## src/rtl/core/stc_pkg.sv

```systemverilog
`default_nettype none

package stc_pkg;

    // digit width of the partial-product multipliers
    localparam int DIGIT_W = 32;

    // radius register and its square
    localparam int RADIUS_W = 31;
    localparam int R2_W     = 2 * RADIUS_W;

    // register stages from input transfer to the output buffer
    localparam int PIPE_STAGES = 10;

    // per-edge decisions carried alongside the wide products
    typedef struct packed {
        logic le0;   // projection parameter at or before the start vertex
        logic gedd;  // projection parameter at or beyond the end vertex
        logic hs;    // start vertex within radius
        logic he;    // end vertex within radius
    } seg_flags_t;

    typedef struct packed {
        logic collides;
        logic inside_prism;
    } result_t;

endpackage

`default_nettype wire

```

## src/rtl/core/stc_mul.sv

```systemverilog
`default_nettype none

// Signed multiplier in three stages: digit products, row sums, final sum.
module stc_mul #(
    parameter int AW = 32,
    parameter int BW = 32
) (
    input  wire logic                 clk,
    input  wire logic                 en,
    input  wire logic signed [AW-1:0] a,
    input  wire logic signed [BW-1:0] b,
    output logic signed [AW+BW-1:0]   p
);

    localparam int DG  = stc_pkg::DIGIT_W;
    localparam int NA  = (AW + DG - 1) / DG;
    localparam int NB  = (BW + DG - 1) / DG;
    localparam int PW  = AW + BW;
    localparam int PPW = 2 * DG + 2;

    logic signed [NA*DG-1:0] a_ext;
    logic signed [NB*DG-1:0] b_ext;
    logic signed [DG:0]      da [NA];
    logic signed [DG:0]      db [NB];
    logic signed [PPW-1:0]   pp_reg [NA][NB];
    logic signed [PW-1:0]    row_next [NA];
    logic signed [PW-1:0]    row_reg [NA];
    logic signed [PW-1:0]    p_next;
    logic signed [PW-1:0]    p_reg;

    assign a_ext = (NA*DG)'(a);
    assign b_ext = (NB*DG)'(b);

    // low digits unsigned, top digit carries the sign
    always_comb
    begin
        for (int i = 0; i < NA; i++)
        begin
            if (i == NA - 1)
                da[i] = (DG+1)'($signed(a_ext[i*DG +: DG]));
            else
                da[i] = $signed({1'b0, a_ext[i*DG +: DG]});
        end
        for (int j = 0; j < NB; j++)
        begin
            if (j == NB - 1)
                db[j] = (DG+1)'($signed(b_ext[j*DG +: DG]));
            else
                db[j] = $signed({1'b0, b_ext[j*DG +: DG]});
        end
    end

    // stage 1: digit products
    always_ff @(posedge clk)
    begin
        if (en)
        begin
            for (int i = 0; i < NA; i++)
            begin
                for (int j = 0; j < NB; j++)
                begin
                    pp_reg[i][j] <= da[i] * db[j];
                end
            end
        end
    end

    // stage 2: one row per digit of a
    always_comb
    begin
        logic signed [PW-1:0] acc;
        for (int i = 0; i < NA; i++)
        begin
            acc = '0;
            for (int j = 0; j < NB; j++)
            begin
                acc = acc + (PW'(pp_reg[i][j]) <<< (DG * j));
            end
            row_next[i] = acc;
        end
    end

    always_ff @(posedge clk)
    begin
        if (en)
        begin
            row_reg <= row_next;
        end
    end

    // stage 3: rows shifted into place
    always_comb
    begin
        logic signed [PW-1:0] acc;
        acc = '0;
        for (int i = 0; i < NA; i++)
        begin
            acc = acc + (row_reg[i] <<< (DG * i));
        end
        p_next = acc;
    end

    always_ff @(posedge clk)
    begin
        if (en)
        begin
            p_reg <= p_next;
        end
    end

    assign p = p_reg;

endmodule

`default_nettype wire

```

## config.mk

```make
export PLATFORM = sky130hd
export DESIGN_NAME = stc_mul
export DESIGN_NICKNAME = d
export VERILOG_FILES = /design/src/rtl/core/stc_pkg.sv /design/src/rtl/core/stc_mul.sv
export SDC_FILE = /design/constraint.sdc
export NUM_CORES = 2
export LEC_CHECK = 0
export BUFFER_PORTS_ARGS = -buffer_cell sky130_fd_sc_hd__buf_2
export CAP_MARGIN = 20
export CORE_MARGIN = 1
export CORE_UTILIZATION = 30
export DETAILED_ROUTE_END_ITERATION = 7
export SYNTH_ARGS = -nofsm -noshare
export SYNTH_HDL_FRONTEND = slang
export SYNTH_SLANG_ARGS = --single-unit
export TNS_END_PERCENT = 10
```

## constraint.sdc

```tcl
create_clock -name clk -period 17.3 [get_ports clk]
set_clock_uncertainty 0.2 [all_clocks]
set_input_delay 2.595 -clock clk [delete_from_list [all_inputs] [get_ports clk]]
set_output_delay 2.595 -clock clk [all_outputs]
set_load 0.02 [all_outputs]
```

==> metrics.txt <==
status completed; Tot GR Track Use between 15 and 20%; Starting Density 30.38%; period utilization 64.14%; commonest cells after routing, fill and taps aside fa_1 (1082), inv_1 (946), nand2_1 (521); Clock Pin Slew Worst Setup and Hold Paths 0.07 ns; Syn Nets 5388; Setup WS pre-CTS 5.907 ns; core area 138000 um^2; Crit path max-delay family adder cells; grt total ovfl 0; H-Tree Depth 4; DR vias/cell 4.620; final-stage net count 5343; Max-Cap Viols 0; DR vias roughly 27000; cells along the critical path buf_2, nand2_1, inv_1, fa_1, fa_1, fa_1, fa_1, fa_1, fa_1, fa_1, fa_1, ha_1, a21o_1, a31oi_1, o221a_2, o21ai_0, a211oi_1, a21boi_1, o21ai_0, nand3_1, a311oi_1, xnor2_1; Horiz. Die Dim 375.8 um; Async SR Flop Fraction 0%; Worst path slowest cell fa_1; RSZ-0062 raised after global routing no; placed insts 5855; clock sink total 192; Num CTS Buffers 17; vias in the first global route 31130; Crit path top cell by count fa_1; Tmin final between 10 and 15 ns; Synth Register Bits 192; synth-to-layout area growth 6.978%; worst-margin pin slew around 1.1 ns; DRT iter0 DRCs 1520; Routed Antenna Nets 0; DRT Pass-1 Iters 7; WL final 108200 um; CP Launch Type primary input; # Post-CTS Setup Buffers 0; Max Clock Freq 90.13 MHz; CTS tree done; port buffer count ~130; share of post-route cells with drive strength above 1 4.970%; setup violators final 0; Syn Inst Count about 4000; Area contributors post-synth fa_1 (52%), edfxtp_1 (14%), inv_1 (8.5%); Ports 130; post-synth top area share 51.67%; fin cells between 5000 and 6000; Seq/Total Area, Yosys 13.75%; first-pass GRT wire length 176600 um; per-cell routed wire length 18.38 um; Final Hold Vio Count 0; HP Class reg -> reg; max-slew violation count 0; Max Root-Sink Buffers 2; cell accounting for the most synthesized area fa_1; CP max FO 32; slack of the critical path slightly above 6 ns; synthesized area per cell 10.34 um^2; main flop type after synthesis edfxtp_1; largest net degree at the start of global routing 81; Synth cell types 59; post_cts resized 0; CP peak stage delay 0.97 ns; Setup TNS Final 0 ns; clk root buf clkbuf_16; r2r setup slk 16.37 ns; Rel. slew slack 26.31%; Crit path required time 17.29 ns; Post-synth EDFFs ~190; routability cong. 0.8532; initial antenna violation count 19; Die ar. around 140000 um^2; area of the multi-input gates between 30000 and 40000 um^2; placed wire-length estimate 84300 um; Fillers 14050; Mapped Area 41920 um^2; register area 5766 um^2; WP buf/inv 2; die height 375.8 um; warnings from Yosys 0; most common cell after layout, fill and taps aside fa_1; WS Path Type in -> reg; worst-skew pair later-pin latency 0.45 ns; drc violations 0; CTS Hold Bufs 0; Rows 136; worst path arrival time 11.09 ns; critical path endpoint category register
==> cell type report <==
class,count,share of cell area (%)
diodes,2,0.01116
well taps,1863,5.198
clock inverters,14,0.3599
repair buffers,150,1.811
clock buffers,18,0.9570
inverters,946,7.918
flip-flops and latches,192,12.86
multi-input cells,2704,70.89
==> per-stage QoR <==
step                hold WS (ns)  cell area, um^2  utilization, %
finish                    0.2128            44850           32.50
global route              0.2125            44840           32.49
global placement          0.2014            44250           32.06
floorplan                 0.2003            41920               -
detailed placement        0.2045            44250           32.06
CTS                       0.2154            44840           32.49
==> cells in the mapped netlist, drive strengths merged, types with 11 or more instances <==
| cell type | n |
|---|---|
| a211oi | 12 |
| a21o | 29 |
| a21oi | 65 |
| and2 | 513 |
| clkbuf | 208 |
| edfxtp | 192 |
| fa | 1082 |
| ha | 184 |
| inv | 946 |
| nand2 | 521 |
| nand2b | 13 |
| nand3 | 16 |
| nand4 | 12 |
| nor2 | 55 |
| nor2b | 11 |
| o21ai | 36 |
| o21bai | 12 |
| xnor2 | 55 |
| xor2 | 17 |
==> routing by layer <==
layer	track usage [%]	share of wire [%]	vias to the layer above
met5	0	0.067	-
met4	5.622	3.8	10
met3	2.365	5.1	195
met2	29.49	52	818
met1	19.51	39	14500
li1	-	-	11680
==> cell families (layout without fill, tap and decap cells) <==
group | Yosys count | in the layout | share of synthesized area [%]
adders and majority gates | 1266 | 1266 | 57.16
and+or+nand+nor | 1165 | 1165 | 13.90
buffers and inverters | 1160 | 1128 | 10.41
AOI/OAI and AO/OA | 201 | 201 | 3.268
DFF | 192 | 192 | 13.75
xor gates and xnor gates | 72 | 72 | 1.504
other | 0 | 2 | 0
==> worst paths after layout <==
path            startpoint  cells past startpoint             to
max                   b[2]                     22  pp_reg[0][61]
min          pp_reg[0][46]                      0    row_reg[46]
max reg2reg  pp_reg[0][57]                      0    row_reg[57]
min reg2reg  pp_reg[0][46]                      0    row_reg[46]
Power is not shown: default switching activity piles up to over one toggle a cycle in this logic, so the estimate is an artifact.
